`src/hbtm_pkg.sv`:
```
package hbtm_pkg;

    localparam int NUM_SRC = 9;
    localparam int NUM_REG = 7;
    localparam int REG_BITS = 32;
    localparam int REG_IDX_BITS = 3;
    localparam int FAULT_BITS = 4;
    localparam logic [REG_BITS-1:0] TIMEOUT_RESET = 32'd1000;

    // source positions in the seen mask
    localparam int SRC_BMS1 = 0;
    localparam int SRC_BMS2 = 1;
    localparam int SRC_BMS3 = 2;
    localparam int SRC_WHL1 = 3;
    localparam int SRC_WHL2 = 4;
    localparam int SRC_THR  = 5;
    localparam int SRC_MOT  = 6;
    localparam int SRC_UI   = 7;
    localparam int SRC_PWR  = 8;

    // configuration register indexes
    localparam logic [REG_IDX_BITS-1:0] REG_BMS  = 3'd0;
    localparam logic [REG_IDX_BITS-1:0] REG_WHL1 = 3'd1;
    localparam logic [REG_IDX_BITS-1:0] REG_WHL2 = 3'd2;
    localparam logic [REG_IDX_BITS-1:0] REG_THR  = 3'd3;
    localparam logic [REG_IDX_BITS-1:0] REG_MOT  = 3'd4;
    localparam logic [REG_IDX_BITS-1:0] REG_UI   = 3'd5;
    localparam logic [REG_IDX_BITS-1:0] REG_PWR  = 3'd6;

    // timeout register that guards each source
    localparam logic [REG_IDX_BITS-1:0] SRC_REG [NUM_SRC] = '{
        REG_BMS, REG_BMS, REG_BMS, REG_WHL1, REG_WHL2,
        REG_THR, REG_MOT, REG_UI, REG_PWR
    };

    // fault codes
    localparam logic [FAULT_BITS-1:0] FAULT_OK        = 4'd0;
    localparam logic [FAULT_BITS-1:0] FAULT_NS_BMS    = 4'd1;
    localparam logic [FAULT_BITS-1:0] FAULT_NS_WHL1   = 4'd2;
    localparam logic [FAULT_BITS-1:0] FAULT_NS_WHL2   = 4'd3;
    localparam logic [FAULT_BITS-1:0] FAULT_NS_THR    = 4'd4;
    localparam logic [FAULT_BITS-1:0] FAULT_NS_MOT    = 4'd5;
    localparam logic [FAULT_BITS-1:0] FAULT_NS_UI     = 4'd6;
    localparam logic [FAULT_BITS-1:0] FAULT_NS_PWR    = 4'd7;
    localparam logic [FAULT_BITS-1:0] FAULT_LOST_BMS  = 4'd8;
    localparam logic [FAULT_BITS-1:0] FAULT_LOST_WHL1 = 4'd9;
    localparam logic [FAULT_BITS-1:0] FAULT_LOST_WHL2 = 4'd10;
    localparam logic [FAULT_BITS-1:0] FAULT_LOST_MOT  = 4'd11;
    localparam logic [FAULT_BITS-1:0] FAULT_LOST_UI   = 4'd12;
    localparam logic [FAULT_BITS-1:0] FAULT_LOST_THR  = 4'd13;
    localparam logic [FAULT_BITS-1:0] FAULT_LOST_PWR  = 4'd14;

    typedef logic [NUM_REG-1:0][REG_BITS-1:0] timeout_arr_t;

    typedef struct packed {
        logic [NUM_SRC-1:0] started;
        logic [NUM_SRC-1:0] lost;
    } src_status_t;

endpackage

```
`src/hbtm_cfg_regs.sv`:
```
module hbtm_cfg_regs
(
    input  logic                                  clk,
    input  logic                                  rst_n,
    input  logic                                  cfg_we,
    input  logic [hbtm_pkg::REG_IDX_BITS-1:0]     cfg_index,
    input  logic [hbtm_pkg::REG_BITS-1:0]         cfg_data,
    output hbtm_pkg::timeout_arr_t                timeouts
);

    hbtm_pkg::timeout_arr_t timeout_reg;

    always_ff @(posedge clk or negedge rst_n)
    begin
        if (!rst_n)
        begin
            for (int i = 0; i < hbtm_pkg::NUM_REG; i++)
            begin
                timeout_reg[i] <= hbtm_pkg::TIMEOUT_RESET;
            end
        end
        else if (cfg_we)
        begin
            // an index past the last register is dropped
            for (int i = 0; i < hbtm_pkg::NUM_REG; i++)
            begin
                if (cfg_index == hbtm_pkg::REG_IDX_BITS'(i))
                begin
                    timeout_reg[i] <= cfg_data;
                end
            end
        end
    end

    assign timeouts = timeout_reg;

endmodule

```
`src/hbtm_tracker.sv`:
```
module hbtm_tracker
#(
    parameter int TIME_BITS = 32
)
(
    input  logic                              clk,
    input  logic                              rst_n,
    input  logic                              upd,
    input  logic [hbtm_pkg::NUM_SRC-1:0]      mask,
    input  logic [TIME_BITS-1:0]              now,
    input  hbtm_pkg::timeout_arr_t            timeouts,
    output hbtm_pkg::src_status_t             status
);

    localparam int CMP_BITS = (TIME_BITS > hbtm_pkg::REG_BITS) ? TIME_BITS
                                                               : hbtm_pkg::REG_BITS;

    logic [hbtm_pkg::NUM_SRC-1:0] started_reg;
    logic [hbtm_pkg::NUM_SRC-1:0] started_next;
    logic [TIME_BITS-1:0]         last_reg  [hbtm_pkg::NUM_SRC];
    logic [TIME_BITS-1:0]         elapsed   [hbtm_pkg::NUM_SRC];
    logic [hbtm_pkg::NUM_SRC-1:0] lost;

    always_comb
    begin
        started_next = started_reg | mask;
        for (int i = 0; i < hbtm_pkg::NUM_SRC; i++)
        begin
            elapsed[i] = now - last_reg[i];
            // a source seen in this tick is never reported as lost
            lost[i] = !mask[i] &&
                      (CMP_BITS'(elapsed[i]) >
                       CMP_BITS'(timeouts[hbtm_pkg::SRC_REG[i]]));
        end
    end

    always_ff @(posedge clk or negedge rst_n)
    begin
        if (!rst_n)
        begin
            started_reg <= '0;
            for (int i = 0; i < hbtm_pkg::NUM_SRC; i++)
            begin
                last_reg[i] <= '0;
            end
        end
        else if (upd)
        begin
            started_reg <= started_next;
            for (int i = 0; i < hbtm_pkg::NUM_SRC; i++)
            begin
                if (mask[i])
                begin
                    last_reg[i] <= now;
                end
            end
        end
    end

    assign status.started = started_next;
    assign status.lost    = lost;

endmodule

```
`src/hbtm_fault_enc.sv`:
```
module hbtm_fault_enc
(
    input  hbtm_pkg::src_status_t                 status,
    output logic [hbtm_pkg::FAULT_BITS-1:0]       code
);

    logic [hbtm_pkg::NUM_SRC-1:0] st;
    logic [hbtm_pkg::NUM_SRC-1:0] ls;

    assign st = status.started;
    assign ls = status.lost;

    // never-started checks win over lost checks; the lost order differs
    always_comb
    begin
        if (!(st[hbtm_pkg::SRC_BMS1] && st[hbtm_pkg::SRC_BMS2] && st[hbtm_pkg::SRC_BMS3]))
            code = hbtm_pkg::FAULT_NS_BMS;
        else if (!st[hbtm_pkg::SRC_WHL1])
            code = hbtm_pkg::FAULT_NS_WHL1;
        else if (!st[hbtm_pkg::SRC_WHL2])
            code = hbtm_pkg::FAULT_NS_WHL2;
        else if (!st[hbtm_pkg::SRC_THR])
            code = hbtm_pkg::FAULT_NS_THR;
        else if (!st[hbtm_pkg::SRC_MOT])
            code = hbtm_pkg::FAULT_NS_MOT;
        else if (!st[hbtm_pkg::SRC_UI])
            code = hbtm_pkg::FAULT_NS_UI;
        else if (!st[hbtm_pkg::SRC_PWR])
            code = hbtm_pkg::FAULT_NS_PWR;
        else if (ls[hbtm_pkg::SRC_BMS1] || ls[hbtm_pkg::SRC_BMS2] || ls[hbtm_pkg::SRC_BMS3])
            code = hbtm_pkg::FAULT_LOST_BMS;
        else if (ls[hbtm_pkg::SRC_WHL1])
            code = hbtm_pkg::FAULT_LOST_WHL1;
        else if (ls[hbtm_pkg::SRC_WHL2])
            code = hbtm_pkg::FAULT_LOST_WHL2;
        else if (ls[hbtm_pkg::SRC_MOT])
            code = hbtm_pkg::FAULT_LOST_MOT;
        else if (ls[hbtm_pkg::SRC_UI])
            code = hbtm_pkg::FAULT_LOST_UI;
        else if (ls[hbtm_pkg::SRC_THR])
            code = hbtm_pkg::FAULT_LOST_THR;
        else if (ls[hbtm_pkg::SRC_PWR])
            code = hbtm_pkg::FAULT_LOST_PWR;
        else
            code = hbtm_pkg::FAULT_OK;
    end

endmodule

```
`src/heartbeat_timeout_monitor.sv`:
```
// channel   handshake                 payload
// input     in_valid / in_stall       seen_mask[8:0], now_ms[31:0]
// output    out_valid / out_stall     fault_code[3:0]
// config    cfg_we (no handshake)     cfg_index[2:0], cfg_data[31:0]
//
// one item per cycle sustained while out_stall is low; out_valid rises when the accepted item moves
// from the input register through tracker update, compare and priority encode into the result register
// reset clears flags, last-seen times and valid bits, timeouts return to 1000
// out_stall holds the result register and the input register backs up behind it;
// in_stall follows out_stall combinationally only when both stages are full
module heartbeat_timeout_monitor
#(
    parameter int TIME_BITS = 32
)
(
    input  logic                                  clk,
    input  logic                                  rst_n,
    input  logic                                  in_valid,
    output logic                                  in_stall,
    input  logic [hbtm_pkg::NUM_SRC-1:0]          seen_mask,
    input  logic [31:0]                           now_ms,
    output logic                                  out_valid,
    input  logic                                  out_stall,
    output logic [hbtm_pkg::FAULT_BITS-1:0]       fault_code,
    input  logic                                  cfg_we,
    input  logic [hbtm_pkg::REG_IDX_BITS-1:0]     cfg_index,
    input  logic [hbtm_pkg::REG_BITS-1:0]         cfg_data
);

    logic                                 s1_valid_reg;
    logic [hbtm_pkg::NUM_SRC-1:0]         s1_mask_reg;
    logic [31:0]                          s1_now_reg;
    logic                                 out_valid_reg;
    logic [hbtm_pkg::FAULT_BITS-1:0]      fault_code_reg;
    logic [hbtm_pkg::FAULT_BITS-1:0]      fault_code_next;
    logic                                 s2_load;
    logic                                 s1_load;
    logic [TIME_BITS-1:0]                 now_cut;
    hbtm_pkg::timeout_arr_t               timeouts;
    hbtm_pkg::src_status_t                status;

    assign s2_load  = s1_valid_reg && (!out_valid_reg || !out_stall);
    assign s1_load  = in_valid && !in_stall;
    assign in_stall = s1_valid_reg && !s2_load;
    assign now_cut  = TIME_BITS'(s1_now_reg);

    always_ff @(posedge clk or negedge rst_n)
    begin
        if (!rst_n)
        begin
            s1_valid_reg  <= 1'b0;
            out_valid_reg <= 1'b0;
        end
        else
        begin
            if (s1_load || s2_load)
            begin
                s1_valid_reg <= s1_load;
            end
            if (s2_load || !out_stall)
            begin
                out_valid_reg <= s2_load;
            end
        end
    end

    always_ff @(posedge clk)
    begin
        if (s1_load)
        begin
            s1_mask_reg <= seen_mask;
            s1_now_reg  <= now_ms;
        end
        if (s2_load)
        begin
            fault_code_reg <= fault_code_next;
        end
    end

    hbtm_cfg_regs u_cfg
    (
        .clk       (clk),
        .rst_n     (rst_n),
        .cfg_we    (cfg_we),
        .cfg_index (cfg_index),
        .cfg_data  (cfg_data),
        .timeouts  (timeouts)
    );

    hbtm_tracker #(.TIME_BITS(TIME_BITS)) u_tracker
    (
        .clk      (clk),
        .rst_n    (rst_n),
        .upd      (s2_load),
        .mask     (s1_mask_reg),
        .now      (now_cut),
        .timeouts (timeouts),
        .status   (status)
    );

    hbtm_fault_enc u_enc
    (
        .status (status),
        .code   (fault_code_next)
    );

    assign out_valid  = out_valid_reg;
    assign fault_code = fault_code_reg;

`ifndef SYNTH
    // a result only appears after an item sat in the input register
    a_result_has_item: assert property (@(posedge clk) disable iff (!rst_n)
        $rose(out_valid) |-> $past(s1_valid_reg))
        else $error("result without a pending item");

    // a moved item shows up as a result next cycle
    a_load_gives_result: assert property (@(posedge clk) disable iff (!rst_n)
        s2_load |=> out_valid)
        else $error("loaded item did not produce a result");

    // only defined codes leave the block
    a_code_range: assert property (@(posedge clk) disable iff (!rst_n)
        out_valid |-> (fault_code <= hbtm_pkg::FAULT_LOST_PWR))
        else $error("fault code out of range");
`endif

endmodule

```
`config.mk`:
```
export PLATFORM = sky130hd
export DESIGN_NAME = heartbeat_timeout_monitor
export DESIGN_NICKNAME = d
export VERILOG_FILES = /design/src/hbtm_pkg.sv /design/src/hbtm_cfg_regs.sv /design/src/hbtm_tracker.sv /design/src/hbtm_fault_enc.sv /design/src/heartbeat_timeout_monitor.sv
export SDC_FILE = /design/constraint.sdc
export NUM_CORES = 2
export LEC_CHECK = 0
export BUFFER_PORTS_ARGS = -buffer_cell sky130_fd_sc_hd__buf_2
export CAP_MARGIN = 20
export CORE_MARGIN = 1.5
export CORE_UTILIZATION = 60
export DETAILED_ROUTE_END_ITERATION = 12
export MAX_ROUTING_LAYER = met4
export PLACE_DENSITY_LB_ADDON = 0.3
export SETUP_SLACK_MARGIN = 0.4
export SLEW_MARGIN = 40
export SYNTH_ARGS = -nofsm -noshare
export SYNTH_HDL_FRONTEND = slang
export SYNTH_SLANG_ARGS = --single-unit
```
`constraint.sdc`:
```
create_clock -name clk -period 10.7 [get_ports clk]
set_input_delay 2.14 -clock clk [delete_from_list [all_inputs] [get_ports clk]]
set_output_delay 2.14 -clock clk [all_outputs]
set_load 0.01 [all_outputs]
```
# Word-level counts from Yosys, hierarchy flattened
# Cells that the tools add are included.
# word_totals
output_inout_bits	6
input_bits	81
reg_bits	568
elab_cells	113
# classes
n_reduce_logical	51
bitwise_logic	1
muxes	13
n_lt_le_gt_ge	9
addsub	9
eq_ne	6
# op_table
op	n
$gt A32 B32 Y1	9
$sub A32 B32 Y32	9
$reduce_and A2 Y1	16
$mux W4	7
$logic_and A1 B1 Y1	14
$logic_not A1 Y1	13
$mux W3	4
$eq A3 B3 Y1 const B	3
$or A9 B9 Y9	1
$reduce_and A7 Y1	1
$eq A3 B2 Y1 const B	2
$logic_or A1 B1 Y1	5
$mux W2	2
$eq A3 B1 Y1 const B	1
$logic_not A3 Y1	1
$reduce_and A3 Y1	1

# Longest topological paths before layout
# logic_depth
ltp_word	16
ltp_mapped	25
depth_no_buf	25

# Hierarchy
# From an unflattened synthesis, not the netlist that was laid out.
# hier_totals
hier_cells	4276
area_unflattened_um2	42545.8
# by_module_without_submodules
mod	n_inst	seq_area_each_um2	area_each_um2	cells_per_inst
hbtm_tracker	1	7432.1	32511.2	3711
hbtm_cfg_regs	1	5657.9	8430.6	483
heartbeat_timeout_monitor	1	1401.3	1443.9	53
hbtm_fault_enc	1	0.0	160.2	29

# Worst setup path after synthesis
# No wires, ideal clock.
# synth_path
kind	register to register
startpoint	register s1_now_reg[1] (netlist: now_cut[1])
endpoint	register fault_code_reg (netlist bit fault_code[0]), data pin
t_required_ps	10441
setup_time_ps	259
synth_period_minus_slack_ps	5533
t_arrival_ps	5275
slack_ps	5167
n_path_buf	0
path_stages_with_launch	21
path_cell_list	edfxtp_1 fa_1 a211oi_2 o21ai_1 a311o_1 a211o_1 a211o_1 o211a_1 o21a_1 a311o_1 a21boi_1 xnor2_1 ha_1 nand4_1 nor4_1 nor2b_1 o21ai_0 a21o_1 a21boi_0 o31ai_1 a211o_1
# synth_between
elab_chain_len	15
elab_cells_between_ends	38
cone_classes	add/sub: 8; order compare: 8; mux: 12; reduce/logical: 10
# synth_lines
item	line	source
start: declaration	heartbeat_timeout_monitor.sv:32	logic [31:0] s1_now_reg;
start signal: assignment	heartbeat_timeout_monitor.sv:72	s1_now_reg <= now_ms;
$sub A32 B32 Y32	hbtm_tracker.sv:29	elapsed[i] = now - last_reg[i];
$gt A32 B32 Y1	hbtm_tracker.sv:32	(CMP_BITS'(elapsed[i]) >
$logic_and A1 B1 Y1	hbtm_tracker.sv:31	lost[i] = !mask[i] &&
$mux W4	hbtm_fault_enc.sv:40	else if (ls[hbtm_pkg::SRC_THR])
$mux W4	hbtm_fault_enc.sv:38	else if (ls[hbtm_pkg::SRC_UI])
$mux W4	hbtm_fault_enc.sv:36	else if (ls[hbtm_pkg::SRC_MOT])
$mux W4	hbtm_fault_enc.sv:34	else if (ls[hbtm_pkg::SRC_WHL2])
$mux W4	hbtm_fault_enc.sv:32	else if (ls[hbtm_pkg::SRC_WHL1])
$mux W4 *	hbtm_fault_enc.sv:30	else if (ls[hbtm_pkg::SRC_BMS1] || ls[hbtm_pkg::SRC_BMS2] || ls[hbtm_pkg::SRC_BMS3])
$mux W3 *	hbtm_fault_enc.sv:28	else if (!st[hbtm_pkg::SRC_PWR])
$mux W3 *	hbtm_fault_enc.sv:26	else if (!st[hbtm_pkg::SRC_UI])
$mux W3 *	hbtm_fault_enc.sv:24	else if (!st[hbtm_pkg::SRC_MOT])
$mux W3 *	hbtm_fault_enc.sv:22	else if (!st[hbtm_pkg::SRC_THR])
$mux W2 *	hbtm_fault_enc.sv:20	else if (!st[hbtm_pkg::SRC_WHL2])
$mux W2 *	hbtm_fault_enc.sv:18	else if (!st[hbtm_pkg::SRC_WHL1])
end signal: assignment	heartbeat_timeout_monitor.sv:76	fault_code_reg <= fault_code_next;
end: declaration	heartbeat_timeout_monitor.sv:34	logic [hbtm_pkg::FAULT_BITS-1:0] fault_code_reg;
# Every way passes the cells marked *; elsewhere a longest branch is shown, timed or not.
# A chain may end at the register's enable or synchronous reset.

# Worst setup path in the final report
# layout_path
startpoint	register s1_now_reg[0] (netlist: now_cut[0])
endpoint	register fault_code_reg (netlist bit fault_code[1]), data pin
# layout_between
elab_chain_len	16
elab_cells_between_ends	42
cone_classes	add/sub: 9; order compare: 9; mux: 13; reduce/logical: 11
# layout_lines
item	line	source
$sub A32 B32 Y32	hbtm_tracker.sv:29	
$gt A32 B32 Y1	hbtm_tracker.sv:32	
$logic_and A1 B1 Y1	hbtm_tracker.sv:31	
$mux W4	hbtm_fault_enc.sv:42	else if (ls[hbtm_pkg::SRC_PWR])
$mux W4	hbtm_fault_enc.sv:40	
$mux W4	hbtm_fault_enc.sv:38	
$mux W4	hbtm_fault_enc.sv:36	
$mux W4	hbtm_fault_enc.sv:34	
$mux W4	hbtm_fault_enc.sv:32	
$mux W4 *	hbtm_fault_enc.sv:30	
$mux W3 *	hbtm_fault_enc.sv:28	
$mux W3 *	hbtm_fault_enc.sv:26	
$mux W3 *	hbtm_fault_enc.sv:24	
$mux W3 *	hbtm_fault_enc.sv:22	
$mux W2 *	hbtm_fault_enc.sv:20	
$mux W2 *	hbtm_fault_enc.sv:18	
# Marks and branches as above.

==> flow_metrics.py <==
metrics = {
    "drt": {
        "route.detailed.drc": 0,
        "routedWlPerCell_um": 19.2,
        "first_iter_violations": 1942,
        "vias": 32500,
        "vias_per_cell": 5.94,
        "dr.pass1.iters": 6,
        "wl_um": 105000,
        "ant_nets": 0,
    },
    "layout": {
        "drive_gt1_share_pct": 15.4,
        "largest_register_ffs": 288,
        "multi_input_area_sq_um": 24800,
        "register_area_sq_um": 14500,
        "final_util_pct": 66.8,
        "nets": 5144,
        "final.fill_count": 5577,
        "area_growth_pct": 10.2,
    },
    "worst_setup_path": {
        "r2r_cells": 26,
        "slowest_delay_ps": 620,
        "crit_cells": 26,
        "critical_path.slowest_cell": "nor4bb_1",
        "cp_max_fo": 18,
        "path_buf_inv": 3,
        "crit_family": "compound AO/OA/AOI/OAI gates",
        "end_kind": "flop",
        "worst_ep_arrival_time_ps": 7140,
        "crit_top_cell": "o21ai_0",
        "required_ps": 11030,
        "criticalPathCategory": "flop to flop",
        "startpoint_type": "flop",
    },
    "place": {
        "dpl_worst_slack_ps": 4000,
        "io_buffers": 86,
        "hpwl_um": 78000,
        "gp_congestion": 0.922,
    },
    "cts": {
        "cts.sinks": 568,
        "cts_resized": 0,
        "cts_root_buf": "clkbuf_16",
        "insertion_delay_ps": 620,
        "cts_made_buffers": 68,
        "path_clk_slew_ps": 60,
        "htree_levels": 3,
        "hold_buffers": 0,
        "cts_tree": "built",
        "ctsLongestPathBuffers": 3,
        "cts_setup_buffers": 0,
    },
    "die": {
        "num_rows": 96,
        "core-area_sq_um": 68700,
        "die-height_um": 267,
        "initial_core_util_pct": 60.7,
        "die_area_sq_um": 71000,
        "die_w_um": 267,
        "io_pins": 87,
    },
    "yosys": {
        "synth_top_area_share_pct": 28.9,
        "synth_flop_cell": "dfrtp_1",
        "synthTopCellsByCount": "567 x ha_1, 567 x inv_1, 481 x dfrtp_1",
        "syn_nets": 5002,
        "synth_cells": 4345,
        "avgSynthCellArea_sq_um": 9.59,
        "syn_area_sq_um": 41700,
        "yosys_warnings": 0,
        "seq_area_frac_synth_pct": 34.8,
        "async_flop_share_pct": 92.1,
        "synth-edff-count": 45,
        "ys_ff_latch": 568,
        "synth_top_area_cell": "dfrtp_1",
        "netlist_top_cells_area": "dfrtp_1 29%, ha_1 17%, mux2_2 10%",
        "synth_cell_type_count": 75,
    },
    "sta": {
        "min_period_over_period_pct": 63.6,
        "max_slew_margin_pct": 44.6,
        "finClkSkew_ps": 21.0,
        "setup_viol": 0,
        "fin_ws_ps": 3890,
        "rsz0062_at_grt": "no",
        "hold_violations": 0,
        "layout_min_cycle_time_ps": 6810,
        "fmax_mhz": 147,
        "holdWs_ps": 480,
        "drv_slew": 0,
        "tightest_slew_ps": 821,
        "setup_tns_ps": 0,
    },
    "worst_hold_path": {
        "hold_depth": 1,
        "hold_class": "flop to flop",
    },
    "global_route": {
        "gr-total-overflow": 0,
        "antenna_found_initial": 1,
        "grt_pass1_wl_um": 168000,
        "grt_max_degree": 155,
        "grt_pass1_vias": 32300,
        "gr-usage-all-layers_pct": 30.9,
    },
    "flow_run": {
        "drv_cap": 0,
    },
    "power_and_ir_drop": {
        "power_density_nw_per_um2": 229,
        "leakage_uw": 0.0221,
        "ir_drop_mv": 0.152,
        "power_uw": 10500,
    },
    "outcome": {
        "status": "finished clean",
    },
}
-- kinds of logic (layout without fill, tap and decap cells) --
group,after synthesis,count (layout),share of synthesized area (%)
flops,568,568,34.8
buf+inv,641,838,5.77
other cells,0,2,0
simple gates,861,861,10.1
xor+xnor,247,247,5.19
fa+ha+maj,576,576,17.5
compound gates,1071,1071,16.4
mux,381,381,10.3
-- cell usage in the layout (no fill, tap or decap), types with 29 or more instances in the layout --
cell	Yosys	final
xnor2_1	180	180
inv_1	567	567
nand4_1	70	70
o211ai_1	29	29
nor2b_1	49	49
o21a_1	62	62
clkbuf_16	0	70
a31oi_1	29	29
xor2_1	67	67
dfstp_2	42	42
mux2_2	379	379
ha_1	567	567
edfxtp_1	45	45
buf_2	0	85
nand2_1	264	263
a21oi_1	279	279
nor3_1	73	71
a21o_1	166	166
nand3_1	69	69
o21ai_0	271	270
nor2_1	165	165
o21bai_1	38	38
nand2b_1	50	50
dfrtp_1	481	481
buf_4	0	51
-- metrics by stage --
| step | std cells | cell area, sq um |
|---|---|---|
| global route | 5474 | 45900 |
| detailed placement | 5344 | 43500 |
| global placement | 5344 | 43500 |
| CTS | 5469 | 45800 |
| finish | 5475 | 45900 |
| floorplan | 4345 | 41700 |
-- area by class of cell --
| class | instances | share of cell area, % |
|---|---|---|
| repair buffers | 145 | 2.13 |
| multi-input cells | 3136 | 54.0 |
| clock buffers | 91 | 4.10 |
| flip-flops and latches | 568 | 31.6 |
| inverters | 568 | 4.64 |
| well taps | 931 | 2.54 |
| diodes | 2 | 0.0109 |
| clock inverters | 34 | 0.995 |
-- worst paths after layout --
path	endpoint	start	slack (ps)
worst min register to register	out_valid$_DFFE_PN0P_	s1_valid_reg$_DFFE_PN0P_	480
worst max register to register	fault_code[1]$_SDFFCE_PN0P_	now_cut[0]$_DFFE_PP_	3890
max in group asynchronous	u_tracker.last_reg[155]$_DFFE_PN0P_	rst_n	7210
min in group asynchronous	u_tracker.last_reg[8]$_DFFE_PN0P_	rst_n	1390
worst min-delay path	out_valid$_DFFE_PN0P_	s1_valid_reg$_DFFE_PN0P_	480
worst max-delay path	fault_code[1]$_SDFFCE_PN0P_	now_cut[0]$_DFFE_PP_	3890
-- power by group --
part	switching (uW)	leakage, uW	internal [uW]
combinational	2880	0.0144	2320
sequential	206	0.00657	2650
clock	965	0.00115	1480
total	4050	0.0221	6450
-- metal layers --
metal / global-route usage, % / wire [um] / vias up
li1: - / - / 15800
met1: 38.8 / 45800 / 15700
met2: 51.0 / 49800 / 756
met3: 3.49 / 5170 / 254
met4: 12.6 / 4530 / 0
met5: - / 0 / -
(Power assumes the default switching activity.)
